$ cat config.mk
export PLATFORM = sky130hd
export DESIGN_NAME = pift_ctrl
export DESIGN_NICKNAME = d
export VERILOG_FILES = /design/src/rtl/core/pift_pkg.sv /design/src/rtl/core/pift_ctrl.sv
export SDC_FILE = /design/constraint.sdc
export NUM_CORES = 1
export LEC_CHECK = 0
export ABC_CLOCK_PERIOD_IN_PS = 2100
export BUFFER_PORTS_ARGS = -buffer_cell sky130_fd_sc_hd__buf_2
export CORE_MARGIN = 2
export CORE_UTILIZATION = 49
export DETAILED_ROUTE_END_ITERATION = 10
export PLACE_DENSITY_LB_ADDON = 0.05
export SYNTH_ARGS = -nofsm -noshare
export SYNTH_HDL_FRONTEND = slang
export SYNTH_SLANG_ARGS = --single-unit
export TNS_END_PERCENT = 5
$ cat constraint.sdc
create_clock -name aclk -period 2.1 [get_ports aclk]
set_input_delay 0.315 -clock aclk [delete_from_list [all_inputs] [get_ports aclk]]
set_output_delay 0.315 -clock aclk [all_outputs]
set_load 0.1 [all_outputs]
$ cat src/rtl/core/pift_pkg.sv
// shared types and constants for the point in figure tester
`default_nettype none
package pift_pkg;
    localparam int unsigned KIND_WIDTH = 2;
    localparam int unsigned PNUM_WIDTH = 16;

    typedef enum logic [KIND_WIDTH-1:0] {
        KIND_RECT   = 2'd0,
        KIND_CIRCLE = 2'd1,
        KIND_TRI    = 2'd2,
        KIND_NONE   = 2'd3
    } kind_t;

    typedef enum logic [0:0] {
        OP_ADD   = 1'b0,
        OP_QUERY = 1'b1
    } opcode_t;

    typedef enum logic [2:0] {
        ST_IDLE,
        ST_READ,
        ST_CALC1,
        ST_CALC2,
        ST_DECIDE,
        ST_EMIT,
        ST_NONE
    } state_t;

    // controller to datapath
    typedef struct packed {
        logic load_point;
        logic write_fig;
        logic read_fig;
        logic calc1;
        logic calc2;
        logic decide;
    } dp_cmd_t;

    // datapath to controller
    typedef struct packed {
        logic hit;
    } dp_sts_t;
endpackage
`default_nettype wire

$ cat src/rtl/core/pift_ctrl.sv
// sequencer over the figure table for add and query transactions
`default_nettype none
module pift_ctrl #(
    parameter int unsigned MAX_FIGURES = 16,
    parameter int unsigned IDX_WIDTH   = 4,
    parameter int unsigned CNT_WIDTH   = 5,
    parameter int unsigned FNUM_WIDTH  = 5
) (
    input  wire logic                       aclk,
    input  wire logic                       aresetn,
    input  wire logic                       in_valid,
    output logic                            in_ready,
    input  wire logic                       in_op,
    input  wire logic [pift_pkg::KIND_WIDTH-1:0] in_kind,
    output logic                            out_valid,
    input  wire logic                       out_ready,
    output logic [pift_pkg::PNUM_WIDTH-1:0] out_pnum,
    output logic [FNUM_WIDTH-1:0]           out_fnum,
    output logic                            out_contained,
    output logic                            out_last,
    output pift_pkg::dp_cmd_t               cmd,
    input  wire pift_pkg::dp_sts_t          sts,
    output logic [IDX_WIDTH-1:0]            wr_idx,
    output logic [IDX_WIDTH-1:0]            rd_idx
);
    import pift_pkg::*;

    state_t state_reg, state_next;
    logic [CNT_WIDTH-1:0] count_reg, count_next;
    logic [CNT_WIDTH-1:0] idx_reg, idx_next;
    logic [PNUM_WIDTH-1:0] pnum_reg, pnum_next;
    logic any_reg, any_next;
    logic ov_reg, ov_next;
    logic [FNUM_WIDTH-1:0] fnum_reg, fnum_next;
    logic cont_reg, cont_next, last_reg, last_next;
    logic out_fire;
    logic out_free;
    logic more;

    assign out_fire = out_valid && out_ready;
    assign out_free = !ov_reg || out_fire;
    assign more     = (idx_reg + 1'b1) < count_reg;
    assign wr_idx   = count_reg[IDX_WIDTH-1:0];
    assign rd_idx   = idx_reg[IDX_WIDTH-1:0];

    always_ff @(posedge aclk) begin
        if (!aresetn) begin
            state_reg <= ST_IDLE;
            count_reg <= '0;
            pnum_reg  <= '0;
            ov_reg    <= 1'b0;
        end else begin
            state_reg <= state_next;
            count_reg <= count_next;
            pnum_reg  <= pnum_next;
            ov_reg    <= ov_next;
        end
        idx_reg  <= idx_next;
        any_reg  <= any_next;
        fnum_reg <= fnum_next;
        cont_reg <= cont_next;
        last_reg <= last_next;
    end

    always_comb begin
        state_next = state_reg;
        count_next = count_reg;
        idx_next   = idx_reg;
        pnum_next  = pnum_reg;
        any_next   = any_reg;
        ov_next    = ov_reg && !out_fire;
        fnum_next  = fnum_reg;
        cont_next  = cont_reg;
        last_next  = last_reg;
        cmd        = '0;
        in_ready   = 1'b0;
        unique case (state_reg)
            ST_IDLE: begin
                // wait for the result register to drain so the point number stays put
                in_ready = !ov_reg;
                if (in_valid && !ov_reg) begin
                    if (in_op == OP_ADD) begin
                        if (in_kind != KIND_NONE && count_reg < CNT_WIDTH'(MAX_FIGURES)) begin
                            cmd.write_fig = 1'b1;
                            count_next    = count_reg + 1'b1;
                        end
                    end else begin
                        cmd.load_point = 1'b1;
                        pnum_next      = pnum_reg + 1'b1;
                        idx_next       = '0;
                        any_next       = 1'b0;
                        state_next     = (count_reg == '0) ? ST_NONE : ST_READ;
                    end
                end
            end
            ST_READ: begin
                cmd.read_fig = 1'b1;
                state_next   = ST_CALC1;
            end
            ST_CALC1: begin
                cmd.calc1  = 1'b1;
                state_next = ST_CALC2;
            end
            ST_CALC2: begin
                cmd.calc2  = 1'b1;
                state_next = ST_DECIDE;
            end
            ST_DECIDE: begin
                cmd.decide = 1'b1;
                state_next = ST_EMIT;
            end
            ST_EMIT: begin
                if (!sts.hit) begin
                    if (more) begin
                        idx_next   = idx_reg + 1'b1;
                        state_next = ST_READ;
                    end else if (!any_reg) begin
                        state_next = ST_NONE;
                    end else begin
                        state_next = ST_IDLE;
                    end
                end else if (out_free) begin
                    ov_next   = 1'b1;
                    fnum_next = FNUM_WIDTH'(idx_reg) + 1'b1;
                    cont_next = 1'b1;
                    last_next = 1'b0;
                    any_next  = 1'b1;
                    if (more) begin
                        idx_next   = idx_reg + 1'b1;
                        state_next = ST_READ;
                    end else begin
                        state_next = ST_IDLE;
                    end
                end
            end
            ST_NONE: begin
                if (out_free) begin
                    ov_next    = 1'b1;
                    fnum_next  = '0;
                    cont_next  = 1'b0;
                    last_next  = 1'b1;
                    state_next = ST_IDLE;
                end
            end
            default: state_next = ST_IDLE;
        endcase
    end

    // the last hit is flagged by peeking ahead: a held hit goes out when the next hit
    // is found (not last) or when the walk ends (last)
    assign out_valid     = ov_reg && (!cont_reg || state_reg == ST_IDLE
                                      || (state_reg == ST_EMIT && sts.hit));
    assign out_pnum      = pnum_reg;
    assign out_fnum      = fnum_reg;
    assign out_contained = cont_reg;
    assign out_last      = last_reg || (cont_reg && state_reg == ST_IDLE);
endmodule
`default_nettype wire

==> results.cfg <==
[sta]
drv_slew = 0
finalSetupViolCount = 7
rsz0062_at_grt = true
worst_slew_pin_slew_ns = 0.498
whs_ns = 0.336
fin_crit_ns = 2.16
min_period_over_period_pct = 103
setup_ws_ns = -0.0614
fmax_ghz = 0.463
hold_viol = 0
fin_setup_tns_ns = -0.266
slew_headroom_pct = 67.0
finClkSkew_ns = 0.00961

[cells_and_area]
layout.cells.most_common = buf_2
antenna_cells = 0
largest_reg_flops = 16
fin_nets = 294
area_growth_pct = 31.3
layout_common_cells = buf_2 (41), dfxtp_1 (25), and2_1 (23)
drive_gt1_share_pct = 34.1

[grt]
grt_pass1_wl_mm = 7.35
antenna_found_initial = 0
grt_usage_pct = 18.5
overflow = 0
grt_max_degree = 28
grt_pass1_vias = 1609

[logic_synthesis]
synth.area.top_cells = dfxtp_1 (24%), edfxtp_1 (18%), and2_1 (6.8%)
synth_largest_area_cell = dfxtp_1
synthesis.area_sq_um = 2120
synth_fp_nets = 237
synth-async-reset-ratio_pct = 0
synth-edff-count = 13
ys_seq_elements = 38
yosysSeqAreaShare_pct = 42.0
yosysTopAreaCellShare_pct = 23.6
ys.warnings.count = 0
syn_avg_cell_area_sq_um = 9.61
ys.flop_type = dfxtp_1
synth_cell_types = 47
syn-instance-count = 221

[power_and_ir_drop]
power_density_nw_per_um2 = 1230
p_leak_nw = 1.18
ir_drop_uv = 1350

[routing]
drc_errors = 0
dr_wl_met2_mm = 1.93
drt_iter0_drc = 102
vias = 1730
dr.pass1.iters = 4
drt-total-wl_mm = 4.41
dr_wl_met3_um = 280
drtAntennaViolNets = 0
wl_per_cell_um = 13.4
routed_via_density = 5.26
top_layer_used = met4
met1_length_mm = 2.15

[floorplanning]
core_sq_um = 4090
row_count = 23
ioPinCount = 47
start_util_pct = 52.0
dieHeight_um = 69.8
die_x_um = 69.8
die-area_sq_um = 4880

[hold_path]
hold_class = input pin to flip-flop
min_from = sts

[worst_setup_path]
endpoint_kind = flip-flop
critical_path.max_fanout = 7
arrival_ns = 2.29
required_ns = 2.22
reg2reg_from = idx_reg[0]
worstSetupPathType = flip-flop to flip-flop
start_kind = flip-flop
crit_start = idx_reg[0]

[placement]
io_buffers = 46
gp_congestion = 0.807
dp_hpwl_mm = 3.18

[clocking]
clockBufferDepth = 2
cts_max_level = 2
cts_hold_buf = 0
tritoncts = yes
cts.reportedPaths.clkPinSlew_ns = 0.07
clock_latency_ns = 0.28
root_buffer = clkbuf_8
cts_buffers = 5
cts_sinks = 38

[run_status]
violations = setup timing
status = complete, but fails checks

[job]
maxCapViolations = 0
-- worst paths after layout --
kind / cells after the start / endpoint / slack [ns]
worst max-delay path: 8 / idx_reg[3] / -0.06
worst max register to register: 8 / idx_reg[3] / -0.06
worst min register to register: 2 / out_pnum[15] / 0.48
worst min-delay path: 3 / state_reg[0] / 0.34
-- power breakdown --
| part | internal (mW) | total, mW | switching (mW) |
|---|---|---|---|
| logic | 0.654 | 1.98 | 1.33 |
| clock network | 0.268 | 0.504 | 0.236 |
| registers | 0.867 | 0.934 | 0.0677 |
-- Yosys cell counts (all sizes together), types with 5 or more instances --
master,number
ha,8
nand2,13
nand3,7
a21oi,5
xnor2,16
nor2,11
o21ai,10
edfxtp,13
nor3,6
xor2,6
nand4,6
buf,11
dfxtp,25
clkbuf,5
and2,23
inv,8
-- cell families (layout without fill, tap and decap cells) --
logic type | Yosys count | after routing | synth area share [%]
compound gates | 34 | 34 | 11.0
xor+xnor | 22 | 22 | 9.07
fa+ha+maj | 8 | 8 | 4.71
buf+inv | 24 | 82 | 6.36
flops | 38 | 38 | 42.0
mux | 2 | 2 | 0.943
simple gates | 93 | 93 | 25.9
-- layout make-up --
class                   instances  area (sq um)
flip-flops and latches         38           891
clock buffers                   8          90.1
fillers                       333          1300
multi-input cells             159          1250
repair buffers                 66           463
inverters                       8          30.0
well taps                      50          62.6
-- per-stage QoR --
stage | worst slack [ns] | power, mW | utilization, % | instance area, sq um | instances
6_report | -0.0614 | 3.42 | 68.2 | 2790 | 329
5_1_grt | -0.151 | 3.58 | 68.2 | 2790 | 329
4_1_cts | -0.0512 | 3.34 | 66.6 | 2720 | 329
3_5_place_dp | -0.267 | 2.72 | 62.4 | 2550 | 320
3_3_place_gp | -0.185 | 2.72 | 62.4 | 2550 | 320
2_1_floorplan | -0.398 | 2.30 | - | 2140 | 221
-- timing repair --
item,4_1_cts,5_1_grt
endpoints found under the setup margin,9,9
gates resized for setup,12,10
hold endpoints to repair,0,0
setup buffers,1,0
pin swaps,6,6
-- layer usage --
layer / vias up / GRT usage [%]
met5: - / 0
met4: 0 / 6.41
met3: 6 / 4.36
met2: 56 / 27.9
met1: 785 / 26.1
li1: 883 / -
-- worst max-delay path, stage by stage (launching register included) --
cell and delay, ns:
edfxtp_1 0.43, ha_4 0.21, xor2_4 0.16, ha_4 0.25, a21o_1 0.18, a31oi_4 0.18
o21ai_4 0.12, or3_1 0.33, a21oi_1 0.13
(Power assumes the default switching activity.)
